File: src/lfatc_pkg.sv
// ----------------------------------------------------------------------------
// LRU tag cache package
// Shared widths, reset values and sequencer state type for the tag cache.
// ----------------------------------------------------------------------------
package lfatc_pkg;

    localparam int unsigned CFG_W = 5;
    localparam int unsigned SLOT_W = 4;
    localparam logic [CFG_W-1:0] CFG_RESET = 5'd16;

    localparam logic OP_LOOKUP = 1'b0;
    localparam logic OP_CLEAR = 1'b1;

    typedef enum logic [2:0] {
        S_IDLE,
        S_SCAN,
        S_LAST,
        S_WRITE,
        S_DONE
    } t_state;

endpackage

File: src/lfatc_ram.sv
// ----------------------------------------------------------------------------
// Generic RAM
// One write port and one read port, with the read data registered.
// ----------------------------------------------------------------------------
module lfatc_ram #(
    parameter int unsigned WIDTH = 16,
    parameter int unsigned DEPTH = 16
) (
    input  logic                                  i_clk,
    input  logic                                  i_we,
    input  logic [(DEPTH > 1 ? $clog2(DEPTH) : 1)-1:0] i_waddr,
    input  logic [WIDTH-1:0]                      i_wdata,
    input  logic [(DEPTH > 1 ? $clog2(DEPTH) : 1)-1:0] i_raddr,
    output logic [WIDTH-1:0]                      o_rdata
);

    logic [WIDTH-1:0] r_mem [DEPTH];
    logic [WIDTH-1:0] r_rdata;

    always_ff @(posedge i_clk) begin
        if (i_we) begin
            r_mem[i_waddr] <= i_wdata;
        end
        r_rdata <= r_mem[i_raddr];
    end

    assign o_rdata = r_rdata;

endmodule

File: src/lru_fully_associative_tag_cache.sv
// ----------------------------------------------------------------------------
// LRU fully associative tag cache
// Tag directory of a small fully associative cache keyed by fragment id,
// with least recently used replacement by timestamp.
// ----------------------------------------------------------------------------
//  Channel   Direction  Handshake              Payload
//  request   in         i_valid / o_ready      i_op, i_fragment, i_now
//  result    out        o_valid / i_ready      o_hit, o_slot, o_stored
//  config    in         i_cfg_we               i_cfg_wdata
//
// A lookup scans the slots in use before the next request can be taken: one
// tag and timestamp pair is read per cycle from the RAMs and checked by a
// single compare unit, then the picked slot is written and the result loaded.
// A clear, or a lookup with no slots in use, goes straight to the result.
// Reset is synchronous; it invalidates all slots and zeroes all timestamps.
// A waiting result does not block acceptance of the next request; a finished
// request waits only if the previous result has not yet been taken.
// ----------------------------------------------------------------------------
module lru_fully_associative_tag_cache #(
    parameter int unsigned MAX_ENTRIES = 16,
    parameter int unsigned FRAG_BITS = 16,
    parameter int unsigned TIME_BITS = 32
) (
    input  logic                        i_clk,
    input  logic                        i_rst_n,
    input  logic                        i_valid,
    output logic                        o_ready,
    input  logic                        i_op,
    input  logic [FRAG_BITS-1:0]        i_fragment,
    input  logic [TIME_BITS-1:0]        i_now,
    output logic                        o_valid,
    input  logic                        i_ready,
    output logic                        o_hit,
    output logic [lfatc_pkg::SLOT_W-1:0] o_slot,
    output logic                        o_stored,
    input  logic                        i_cfg_we,
    input  logic [lfatc_pkg::CFG_W-1:0] i_cfg_wdata
);

    localparam int unsigned IDX_W = (MAX_ENTRIES > 1) ? $clog2(MAX_ENTRIES) : 1;
    localparam int unsigned CNT_W = $clog2(MAX_ENTRIES + 1);
    localparam int unsigned EXT_W = (CNT_W > lfatc_pkg::CFG_W) ? CNT_W : lfatc_pkg::CFG_W;
    localparam int unsigned PW = (IDX_W > lfatc_pkg::SLOT_W) ? IDX_W : lfatc_pkg::SLOT_W;

    lfatc_pkg::t_state r_state, n_state;

    logic [lfatc_pkg::CFG_W-1:0] r_cfg;
    logic [MAX_ENTRIES-1:0]      r_slot_valid;
    logic [MAX_ENTRIES-1:0]      r_stamp_wr;
    logic [FRAG_BITS-1:0]        r_frag;
    logic [TIME_BITS-1:0]        r_now;
    logic [IDX_W-1:0]            r_idx;
    logic [IDX_W-1:0]            r_didx;
    logic                        r_dv;
    logic                        r_found;
    logic [IDX_W-1:0]            r_hit_idx;
    logic [IDX_W-1:0]            r_old_idx;
    logic [TIME_BITS-1:0]        r_oldest;
    logic [IDX_W-1:0]            r_pick;
    logic                        r_store;
    logic                        r_out_valid;
    logic                        r_o_hit;
    logic [lfatc_pkg::SLOT_W-1:0] r_o_slot;
    logic                        r_o_stored;

    logic [CNT_W-1:0]     w_active;
    logic                 w_accept;
    logic                 w_out_free;
    logic                 w_last_issue;
    logic [IDX_W-1:0]     w_pick;
    logic [FRAG_BITS-1:0] w_tag_rdata;
    logic [TIME_BITS-1:0] w_time_rdata;
    logic [TIME_BITS-1:0] w_stamp;
    logic                 w_tag_we;
    logic                 w_time_we;
    logic                 w_scan;
    logic                 w_load_out;
    logic [PW-1:0]        w_pick_ext;

    always_comb begin
        if (EXT_W'(r_cfg) > EXT_W'(MAX_ENTRIES)) begin
            w_active = CNT_W'(MAX_ENTRIES);
        end else begin
            w_active = CNT_W'(r_cfg);
        end
    end

    assign w_accept = i_valid && o_ready;
    assign w_out_free = !r_out_valid || i_ready;
    assign w_last_issue = (CNT_W'(r_idx) == (w_active - CNT_W'(1)));
    assign w_pick = r_found ? r_hit_idx : r_old_idx;
    assign w_stamp = r_stamp_wr[r_didx] ? w_time_rdata : '0;
    assign w_pick_ext = PW'(r_pick);

    lfatc_ram #(
        .WIDTH(FRAG_BITS),
        .DEPTH(MAX_ENTRIES)
    ) u_tag_ram (
        .i_clk  (i_clk),
        .i_we   (w_tag_we),
        .i_waddr(w_pick),
        .i_wdata(r_frag),
        .i_raddr(r_idx),
        .o_rdata(w_tag_rdata)
    );

    lfatc_ram #(
        .WIDTH(TIME_BITS),
        .DEPTH(MAX_ENTRIES)
    ) u_time_ram (
        .i_clk  (i_clk),
        .i_we   (w_time_we),
        .i_waddr(w_pick),
        .i_wdata(r_now),
        .i_raddr(r_idx),
        .o_rdata(w_time_rdata)
    );

    always_comb begin
        n_state = r_state;
        unique case (r_state)
            lfatc_pkg::S_IDLE: begin
                if (w_accept) begin
                    if (i_op == lfatc_pkg::OP_CLEAR || w_active == '0) begin
                        n_state = lfatc_pkg::S_DONE;
                    end else begin
                        n_state = lfatc_pkg::S_SCAN;
                    end
                end
            end
            lfatc_pkg::S_SCAN: begin
                if (w_last_issue) begin
                    n_state = lfatc_pkg::S_LAST;
                end
            end
            lfatc_pkg::S_LAST: begin
                n_state = lfatc_pkg::S_WRITE;
            end
            lfatc_pkg::S_WRITE: begin
                n_state = lfatc_pkg::S_DONE;
            end
            lfatc_pkg::S_DONE: begin
                if (w_out_free) begin
                    n_state = lfatc_pkg::S_IDLE;
                end
            end
            default: begin
                n_state = lfatc_pkg::S_IDLE;
            end
        endcase
    end

    always_comb begin
        o_ready = 1'b0;
        w_scan = 1'b0;
        w_tag_we = 1'b0;
        w_time_we = 1'b0;
        w_load_out = 1'b0;
        unique case (r_state)
            lfatc_pkg::S_IDLE: begin
                o_ready = 1'b1;
            end
            lfatc_pkg::S_SCAN: begin
                w_scan = 1'b1;
            end
            lfatc_pkg::S_LAST: begin
            end
            lfatc_pkg::S_WRITE: begin
                w_time_we = 1'b1;
                w_tag_we = !r_found;
            end
            lfatc_pkg::S_DONE: begin
                w_load_out = w_out_free;
            end
            default: begin
            end
        endcase
    end

    always_ff @(posedge i_clk) begin
        if (!i_rst_n) begin
            r_state <= lfatc_pkg::S_IDLE;
            r_cfg <= lfatc_pkg::CFG_RESET;
            r_slot_valid <= '0;
            r_stamp_wr <= '0;
            r_dv <= 1'b0;
            r_out_valid <= 1'b0;
            r_found <= 1'b0;
            r_store <= 1'b0;
            r_idx <= '0;
        end else begin
            r_state <= n_state;
            r_dv <= w_scan;
            if (i_cfg_we) begin
                r_cfg <= i_cfg_wdata;
            end
            if (w_accept) begin
                r_found <= 1'b0;
                r_idx <= '0;
                r_store <= (i_op == lfatc_pkg::OP_LOOKUP) && (w_active != '0);
                if (i_op == lfatc_pkg::OP_CLEAR) begin
                    r_slot_valid <= '0;
                end
            end
            if (w_scan) begin
                r_idx <= r_idx + IDX_W'(1);
            end
            if (r_dv && !r_found && r_slot_valid[r_didx] && w_tag_rdata == r_frag) begin
                r_found <= 1'b1;
            end
            if (w_time_we) begin
                r_stamp_wr[w_pick] <= 1'b1;
                r_slot_valid[w_pick] <= 1'b1;
            end
            if (w_load_out) begin
                r_out_valid <= 1'b1;
            end else if (i_ready) begin
                r_out_valid <= 1'b0;
            end
        end
    end

    always_ff @(posedge i_clk) begin
        if (w_accept) begin
            r_frag <= i_fragment;
            r_now <= i_now;
            r_pick <= '0;
        end
        if (w_scan) begin
            r_didx <= r_idx;
        end
        if (r_dv) begin
            if (!r_found && r_slot_valid[r_didx] && w_tag_rdata == r_frag) begin
                r_hit_idx <= r_didx;
            end
            if (r_didx == '0 || w_stamp < r_oldest) begin
                r_oldest <= w_stamp;
                r_old_idx <= r_didx;
            end
        end
        if (w_time_we) begin
            r_pick <= w_pick;
        end
        if (w_load_out) begin
            r_o_hit <= r_found && r_store;
            r_o_slot <= w_pick_ext[lfatc_pkg::SLOT_W-1:0];
            r_o_stored <= r_store;
        end
    end

    assign o_valid = r_out_valid;
    assign o_hit = r_o_hit;
    assign o_slot = r_o_slot;
    assign o_stored = r_o_stored;

    a_clear_empties: assert property (@(posedge i_clk) disable iff (!i_rst_n)
        (w_accept && i_op == lfatc_pkg::OP_CLEAR) |=> (r_slot_valid == '0))
        else $error("slots still valid after a clear request");

    a_pick_in_range: assert property (@(posedge i_clk) disable iff (!i_rst_n)
        (r_state == lfatc_pkg::S_WRITE) |-> (CNT_W'(w_pick) < w_active))
        else $error("picked slot lies beyond the slots in use");

    a_pick_valid: assert property (@(posedge i_clk) disable iff (!i_rst_n)
        (r_state == lfatc_pkg::S_WRITE) |=> r_slot_valid[r_pick])
        else $error("used slot not marked valid");

    a_hit_stored: assert property (@(posedge i_clk) disable iff (!i_rst_n)
        (r_out_valid && !r_o_stored) |-> (!r_o_hit && r_o_slot == '0))
        else $error("result reports a slot although nothing was stored");

    a_no_overwrite: assert property (@(posedge i_clk) disable iff (!i_rst_n)
        (r_out_valid && !i_ready) |=> (r_out_valid && $stable(r_o_slot)))
        else $error("waiting result overwritten");

endmodule
File: config.mk
export PLATFORM = sky130hd
export DESIGN_NAME = lru_fully_associative_tag_cache
export DESIGN_NICKNAME = d
export VERILOG_FILES = /design/src/lfatc_pkg.sv /design/src/lfatc_ram.sv /design/src/lru_fully_associative_tag_cache.sv
export SDC_FILE = /design/constraint.sdc
export NUM_CORES = 1
export LEC_CHECK = 0
export BUFFER_PORTS_ARGS = -buffer_cell sky130_fd_sc_hd__buf_2
export CAP_MARGIN = 5
export CORE_ASPECT_RATIO = 0.75
export CORE_UTILIZATION = 25
export CTS_BUF_LIST = sky130_fd_sc_hd__clkbuf_8
export DETAILED_ROUTE_END_ITERATION = 6
export SLEW_MARGIN = 15
export SYNTH_ARGS = -nofsm -noshare
export SYNTH_HDL_FRONTEND = slang
export SYNTH_SLANG_ARGS = --single-unit
File: constraint.sdc
create_clock -name i_clk -period 12.1 [get_ports i_clk]
set_input_delay 2.42 -clock i_clk [delete_from_list [all_inputs] [get_ports i_clk]]
set_output_delay 2.42 -clock i_clk [all_outputs]
set_load 0.02 [all_outputs]
# Word-level counts from Yosys, hierarchy flattened
# Memories as Yosys holds them, arrays and structs flattened. A register that Yosys moved wholly into a read port is not among the register bits.
# Cells that the tools add are included.
# word_totals
reg_bits	150
word_cells	99
memories	2
ram_bits	768
output_inout_bits	8
# op_classes
eq_ne	9
n_mux	34
add_sub_neg	2
reduce_logical	25
bitwise_logic	3
order_cmp	5
# mem_list
memory	words	word_bits	rd	rd_clocked_by_memory_dff	write_ports	line	source
u_time_ram.r_mem	16	32	1	1	1	lfatc_ram.sv:17	logic [WIDTH-1:0] r_mem [DEPTH];
u_tag_ram.r_mem	16	16	1	1	1	lfatc_ram.sv:17	
# ops
cell	n
16-bit 2-to-1 mux	4
32-bit < comparator	1
32-bit 2-to-1 mux	1
16-bit OR	2
16-bit equality test	1
1-bit 2-to-1 mux	16
4-bit 2-to-1 mux	4
3-bit case mux with 5 select lines	1
3-bit 2-to-1 mux	4
4-bit by 5-bit < comparator with 1-bit output, second input constant	2
1-bit logical AND	9
1-bit binary-select mux with 4-bit select	2
2-bit nonzero test	4
3-bit by 2-bit equality test with 1-bit output, second input constant	2
2-bit inequality test, second input constant	3
4-bit by 5-bit equality test with 1-bit output	1
5-bit greater-than comparator, second input constant	1
5-bit logical NOT	1
5-bit 2-to-1 mux	1
5-bit nonzero test	1
5-bit by 1-bit subtractor with 5-bit output, second input constant	1
4-bit by 1-bit adder with 4-bit output, second input constant	1
1-bit demux with 4-bit select	1
4-bit by 1-bit >= comparator with 1-bit output, second input constant	1
other kinds (9)	13

# Depth between registers and ports, before layout
# Gate-level depths: netlist of the first run.
# depth
ltp_word	7
mapped_depth	13
ltp_nobuf	11

# Cells and area by module
# A second synthesis of the first run with hierarchy kept.
# hier_totals
hier_cells	1819
hier_area_um2	36520.0
# by_module_without_submodules
mod	area_per_inst_um2	instances	cells_each
lfatc_ram at u_time_ram	19854.0	1	838
lfatc_ram at u_tag_ram	10043.4	1	432
lru_fully_associative_tag_cache	6622.6	1	549

# Worst setup path before layout of the first run
# OpenSTA, ideal clock, no wires.
# synth_timing
path_kind	register -> register
from	register r_didx[0]
to	register r_old_idx[0] (enable)
slack_ns	7.400
stages_incl_launch_ff	13
setup_ns	0.439
t_arrival_ns	4.260
n_path_buf	2
t_required_ns	11.661
cell_sequence	edfxtp_1 > buf_6 > mux4_1 > mux2i_1 > mux2_2 > buf_2 > nor2b_1 > ha_1 > a21oi_1 > nand2_1 > a221oi_1 > o2111ai_1 > a21boi_1
# synth_between
elab_chain_len	6
# synth_rtl
item	line	source
from (decl)	lru_fully_associative_tag_cache.sv:53	logic [IDX_W-1:0] r_didx;
from (signal assigned)	lru_fully_associative_tag_cache.sv:230	r_didx <= r_idx;
1-bit binary-select mux with 4-bit select	lru_fully_associative_tag_cache.sv:92	assign w_stamp = r_stamp_wr[r_didx] ? w_time_rdata : '0;
1-bit 2-to-1 mux (implied by the code)	lru_fully_associative_tag_cache.sv:92	
32-bit 2-to-1 mux	lru_fully_associative_tag_cache.sv:92	
named net w_stamp[30]	lru_fully_associative_tag_cache.sv:73	logic [TIME_BITS-1:0] w_stamp;
32-bit < comparator	lru_fully_associative_tag_cache.sv:236	if (r_didx == '0 || w_stamp < r_oldest) begin
1-bit logical OR	lru_fully_associative_tag_cache.sv:236	
2-bit AND reduction (no line)	-	
to (signal assigned)	lru_fully_associative_tag_cache.sv:238	r_old_idx <= r_didx;
to (decl)	lru_fully_associative_tag_cache.sv:57	logic [IDX_W-1:0] r_old_idx;
# The timed path passes the listed nets, and every way through them passes these cells. The select of a mux whose other input is x is not followed.
# A chain may end at the register's enable or synchronous reset.

# Worst setup path after layout of the first run
# layout_timing
from	register r_didx[0]
to	register r_old_idx[2] (enable)
# The elaborated chain is that of the path after synthesis.

==> impl_metrics.tcl, run 1 <==
set metrics [dict create \
    status "complete, no violations" \
    rr_endpoint "r_old_idx[2]$_DFFE_PP_" \
    yosysUniqueCellTypes 48 \
    startpoint_type "flip-flop" \
    worstSetupEndpoint "r_old_idx[2]$_DFFE_PP_" \
    p_per_area_nw_per_um2 156.9 \
    seq_area_frac_synth_pct 77.16 \
    switching_share_pct 21.77 \
    max_freq_mhz 208.9 \
    rsz0062_at_grt "no" \
    vias 16690 \
    postSynthAreaPerCell_um2 22.16 \
    cts_sinks 966 \
    die_y_um 332.2 \
    core_area_um2 143500 \
    fillCellCount 13850 \
    globalplace.congestion 0.7471 \
    period_share_pct 39.57 \
    cts_resized 0 \
    grt_max_degree 69 \
    cts_buffer_depth 3 \
    hpwl_um 42790 \
    synth.most_common_cell "edfxtp_1" \
    ioPinCount 67 \
    core.rowCount 120 \
    worstPathRequired_ps 12700 \
    worstSetupStartpoint "r_didx[0]$_DFFE_PP_" \
    comb_power_share_pct 2.6 \
    worstMarginPinSlew_ps 1190 \
    grt_pass1_vias 17730 \
    yosys_most_used_dff "edfxtp_1" \
    cts_buffers 152 \
    synth_top_area_share_pct 71.88 \
    slowest_stage "edfxtp_1" \
    synth_fp_nets 1733 \
    p_seq_share_pct 56.6 \
    p_switching_uw 1441 \
    clk_pin_slew_worst_paths_ps 60 \
    drt_iter0_drc 1450 \
    synth_area_leaders "edfxtp_1 72%, mux4_2 15%, dfxtp_1 5.3%" \
    die_x_um 442.3 \
    area_growth_pct 16.11 \
    setup_violations 0 \
    ys_top_cells_by_count "870 x edfxtp_1, 247 x mux4_2, 96 x dfxtp_1" \
    final_net_count 1924 \
    crit_fanout 32 \
    synth_area_um2 36350 \
    drc 0 \
    die_area_um2 146900 \
    fin_hold_ws_ps 420.1 \
    via_per_inst 4.338 \
    hold_buffers 0 \
    yosys.area.top_type "edfxtp_1" \
    overflow 0 \
    drive_gt1_share_pct 30.84 \
    max_stage_delay_ps 760 \
    synthCells 1640 \
    post-route-min-period_ps 4788 \
    arrival_ps 5390 \
    post_drt_wl_per_cell_um 21.01 \
    synthArstFlopShare_pct 0 \
    htreeDepth 4 \
    synth_edf_count 870 \
    wl_um 80850 \
    antenna_found_initial 10 \
    start_util_pct 25.32 \
    port_buffers 66 \
    setup.worst_path.end_class "flip-flop" \
    rr_worst_depth 12 \
    max_slew_margin_pct 20.59 \
    cts_setup_buffers 0 \
    gr-usage-all-layers_pct 11.00 \
    hold_path.class "flip-flop to flip-flop" \
    clk_latency_ps 840 \
    pwr-share-clk_pct 40.8 \
    cellLeakagePower_uw 0.01321 \
    setup_tns_ps 0 \
    hold_viol_final 0 \
    root_buffer "clkbuf_8" \
    yosysWarnings 0 \
    ys_ff_latch 966 \
    report.final.slew_viol_count 0 \
    r2r_start "r_didx[0]$_DFFE_PP_" \
    firstDrtPassIters 5 \
    ant_nets 0 \
    internal_power_uw 5181 \
    grt_pass1_wl_um 118900 \
    crit_chain "mux4_1 -> mux2i_1 -> mux2_2 -> nor2b_1 -> ha_1 -> nand4_1 -> nor4_1 -> nand2_1 -> nor4b_1 -> o21ai_1 -> a21boi_4 -> buf_16" \
    maxCapViolCount 0 \
    regToRegSetupSlack_ps 7310 \
    critical_path_class "flip-flop to flip-flop" \
    finClkSkew_ps 41.54 \
    peakVddDrop_mv 0.09035 \
    cts_tree "yes" \
]
per-layer routing:
layer  track usage [%]  wire length, µm  up-vias
met4             4.137             1863       14
li1                  -                -     7179
met3             2.619             4740      153
met5                 0               79        -
met2             18.11            39980      518
met1             14.04            34190     8830
how the worst min path moves through the flow:
stage | to | cells past startpoint | start
finish | o_slot[3]$_DFFE_PP_ | 0 | r_pick[3]$_SDFFCE_PN0P_
global route | o_slot[2]$_DFFE_PP_ | 0 | r_pick[2]$_SDFFCE_PN0P_
CTS | o_slot[3]$_DFFE_PP_ | 0 | r_pick[3]$_SDFFCE_PN0P_
detailed placement | o_slot[3]$_DFFE_PP_ | 0 | r_pick[3]$_SDFFCE_PN0P_
global placement | o_slot[3]$_DFFE_PP_ | 0 | r_pick[3]$_SDFFCE_PN0P_
floorplan | o_slot[0]$_DFFE_PP_ | 0 | r_pick[0]$_SDFFCE_PN0P_
metrics by stage:
stage	cells	util (%)	total power [µW]	cell area, µm²	setup slack, ps
finish	3848	29.40	6622	42200	7312
floorplan	1640	-	3926	36350	7400
global route	3847	29.40	6859	42200	7028
detailed placement	3567	27.28	3995	39160	7208
global placement	3567	27.28	3983	39160	7456
CTS	3845	29.38	6709	42170	7191
kinds of logic after synthesis:
group / Yosys count / share of synthesized area (%)
AO/OA/AOI/OAI: 72 / 1.236
XOR/XNOR: 21 / 0.5060
adder cells (fa/ha/maj): 34 / 1.170
buffers and inverters: 106 / 1.491
flip-flops: 966 / 77.16
multiplexers: 261 / 15.79
AND/OR/NAND/NOR: 180 / 2.647
final cells by class:
type / instances / area [µm²] / area share (%)
well taps: 1891 / 2366 / 5.606
repair buffers: 109 / 673.1 / 1.595
multi-input cells: 568 / 7960 / 18.86
flip-flops and latches: 966 / 28060 / 66.49
clock inverters: 109 / 681.9 / 1.616
diodes: 2 / 5.005 / 0.01186
clock buffers: 169 / 2326 / 5.511
inverters: 34 / 128.9 / 0.3054
critical path: cells and delay by family (launching register included):
family	cells	cell delay (ps)
and+or+nand+nor	5	1420
adders and majority gates	1	380
AOI/OAI and AO/OA	2	370
buffers and inverters	1	220
muxes	3	1370
DFF	1	760
sequential cells by signal, indices dropped and copies added (netlist names), 3 cells and up:
signal,count
u_tag_ram.r_mem,256
r_pick,4
r_didx,4
r_old_idx,4
r_idx,4
r_now,32
r_hit_idx,4
r_frag,16
r_slot_valid,16
u_tag_ram.o_rdata,16
r_cfg,5
r_oldest,32
u_time_ram.r_mem,512
u_time_ram.o_rdata,32
o_slot,4
r_stamp_wr,16
r_state,3
power groups by stage:
stage	registers [µW]	clock network [µW]	logic, µW
2_1_floorplan	3790	0	140
3_3_place_gp	3810	0	174
3_5_place_dp	3820	0	178
4_1_cts	3750	2780	178
5_1_grt	3750	2920	190
6_report	3750	2700	175
cell usage in the layout, fill, tap and decap left out, types with 8 or more instances in the layout:
cell / n
a21oi_1: 30
buf_2: 66
buf_4: 42
clkbuf_8: 169
clkinv_1: 21
clkinv_2: 17
dfxtp_1: 92
edfxtp_1: 870
ha_1: 34
inv_1: 84
mux2i_1: 10
mux4_2: 247
nand2_1: 28
nand2b_1: 10
nand4_1: 10
nor2_1: 14
nor2_4: 16
nor2b_1: 55
nor3_1: 8
nor3_2: 14
o21a_1: 17
xnor2_1: 14
No activity file was read; power rests on OpenSTA's default activity.
==> run 2, diff against run 1 <==
Clock period 12.1 ns to 4.45 ns, I/O delays scaled along.
==> run 2 against run 1 <==
Compared with the run above: total power increased to 2.7 times the previous value; sequential power grew to 2.7 times the previous value; sequential cell count is the same; critical path depth unchanged; non-clock buffer count rose by 11; sequential share of layout area down 0.35 points; clock-buffer cell count shrank 2; via count about the same; combinational power rose to 2.9 times the previous value; register-to-register slack got worse by 7000 ps; worst hold slack worse by 200 ps; critical path type unchanged; critical endpoint is now r_old_idx[0]$_DFFE_PP_; largest cell class unchanged.
==> impl_metrics.tcl, run 2 (synthesis results as in run 1) <==
set metrics [dict create \
    area_growth_pct 16.73 \
    start_util_pct 25.32 \
    r2r_start "r_didx[0]$_DFFE_PP_" \
    post-route-min-period_ps 4110 \
    final_net_count 1936 \
    max_freq_mhz 243.3 \
    use_met2_pct 18.47 \
    worstPathRequired_ps 4960 \
    stdcell_count 3865 \
    fin_hold_ws_ps 219.6 \
    worstSetupStartpoint "r_didx[0]$_DFFE_PP_" \
    drc 0 \
    die_area_um2 146900 \
    post_drt_wl_per_cell_um 21.20 \
    overflow 0 \
    core_area_um2 143500 \
    arrival_ps 4620 \
    core.rowCount 120 \
    hpwl_um 43490 \
    vias 16700 \
    grt_use_met1_pct 14.21 \
    drive_gt1_share_pct 31.80 \
    cts_setup_buffers 0 \
    setup_tns_ps 0 \
    htreeDepth 4 \
    antenna_found_initial 5 \
    place_inst 3579 \
    final_util_pct 29.56 \
    gr-usage-all-layers_pct 11.14 \
    critical_path_class "flip-flop to flip-flop" \
    finClkSkew_ps 50.37 \
    slowest_stage "mux4_1" \
    hold_path_depth 1 \
    hp-start "i_now[1]" \
    clk_pin_slew_worst_paths_ps 60 \
    via_per_inst 4.320 \
    ioPinCount 67 \
    max_slew_margin_pct 24.19 \
    final_cell_mix "870 x edfxtp_1, 247 x mux4_2, 167 x clkbuf_8, 92 x dfxtp_1, 76 x inv_1" \
    peakVddDrop_mv 0.2773 \
    grt_pass1_vias 17780 \
    cellLeakagePower_uw 0.01330 \
    worstMarginPinSlew_ps 1136 \
    globalplace.congestion 0.7676 \
    cts_tree "yes" \
    firstDrtPassIters 7 \
    grt_pass1_wl_um 120000 \
    port_buffers 66 \
    crit_chain "mux4_1 -> mux2i_1 -> mux2_2 -> nor2b_1 -> ha_1 -> nand4_1 -> nor4_2 -> nand2_1 -> nor4b_1 -> o21ai_1 -> a21boi_4 -> buf_4" \
    hold_end "r_now[1]$_DFFE_PP_" \
    die_y_um 332.2 \
    fillCellCount 13830 \
    hold_viol_final 0 \
    report.final.slew_viol_count 0 \
    busiest_layer "met2" \
    maxCapViolCount 0 \
    period_share_pct 92.37 \
    top_regs "u_time_ram.r_mem x512, u_tag_ram.r_mem x256" \
    rr_endpoint "r_old_idx[0]$_DFFE_PP_" \
    rr_worst_depth 12 \
    met3_usage_pct 2.488 \
    max_stage_delay_ps 590 \
    root_buffer "clkbuf_8" \
    cts_sinks 966 \
    status "complete, no violations" \
    ant_nets 0 \
    crit_fanout 36 \
    hold_path.class "input pin to flip-flop" \
    top_register "u_time_ram.r_mem" \
    die_x_um 442.3 \
    startpoint_type "flip-flop" \
    setup_violations 0 \
    final_common_cell "edfxtp_1" \
    cts_buffers 153 \
    drt_iter0_drc 1244 \
    clk_latency_ps 850 \
    regToRegSetupSlack_ps 340 \
    setup.worst_path.end_class "flip-flop" \
    cts_buffer_depth 3 \
    wl_um 81950 \
    p_per_area_nw_per_um2 428.7 \
    largest_reg_flops 512 \
    grt_max_degree 62 \
]
run 2: cell count changes in the layout (fill, tap and decap cells not counted), sizes merged:
cell,change
bufinv,+1
inv,-9
buf,+11
clkinvlp,-2
clkinv,+18
clkbuf,-2
run 2: routing by layer:
| metal | part of all wire (%) | wire length [µm] |
|---|---|---|
| met5 | 0.023 | 19 |
| met4 | 2.3 | 1893 |
| met3 | 5.3 | 4341 |
| met2 | 50 | 40670 |
| met1 | 43 | 35030 |
run 2: worst max-delay path: cells and delay by family, from the launching register on:
family          cells  cell delay, ps
compound gates      2             250
fa+ha+maj           1             350
buf+inv             1             290
flops               1             500
mux                 3            1130
simple gates        5            1240
run 2: where the power goes:
| part | leakage, µW | total [µW] | internal (µW) | switching [µW] |
|---|---|---|---|---|
| sequential | 0.00866 | 10200 | 10000 | 178 |
| combinational | 0.00289 | 500 | 259 | 241 |
| clock | 0.00175 | 7500 | 3890 | 3610 |
| total | 0.0133 | 18200 | 14200 | 4030 |
run 2: area by class of cell:
type	count	area, µm²	area share, %
Antenna cell	2	5.005	0.01180
Clock inverter	117	784.5	1.849
Timing Repair Buffer	120	810.8	1.911
Clock buffer	167	2298	5.417
Sequential cell	966	28060	66.14
Inverter	34	128.9	0.3038
Tap cell	1891	2366	5.577
Multi-Input combinational cell	568	7971	18.79
run 2: worst max path at each step:
stage	endpoint	slack, ps
floorplan	r_old_idx[0]$_DFFE_PP_	490
global placement	r_old_idx[1]$_DFFE_PP_	510
detailed placement	r_oldest[22]$_DFFE_PP_	260
CTS	r_old_idx[0]$_DFFE_PP_	210
global route	r_old_idx[0]$_DFFE_PP_	-3
finish	r_old_idx[0]$_DFFE_PP_	340
run 2: what timing repair did:
action / CTS / global route
gates resized for setup: 0 / 1
endpoints found under the setup margin: 0 / 36
hold buffers: 0 / 0
endpoints found under the hold margin: 0 / 0
run 2: through the flow:
stage                     total power [µW]  area, µm²  setup slack, ps
final                                18190      42430            339.6
after global routing                 18860      42420           -2.695
after CTS                            18440      42420            214.8
after detailed placement             10890      39330            263.3
after global placement               10860      39330            514.4
after floorplan                      10680      36350            494.8
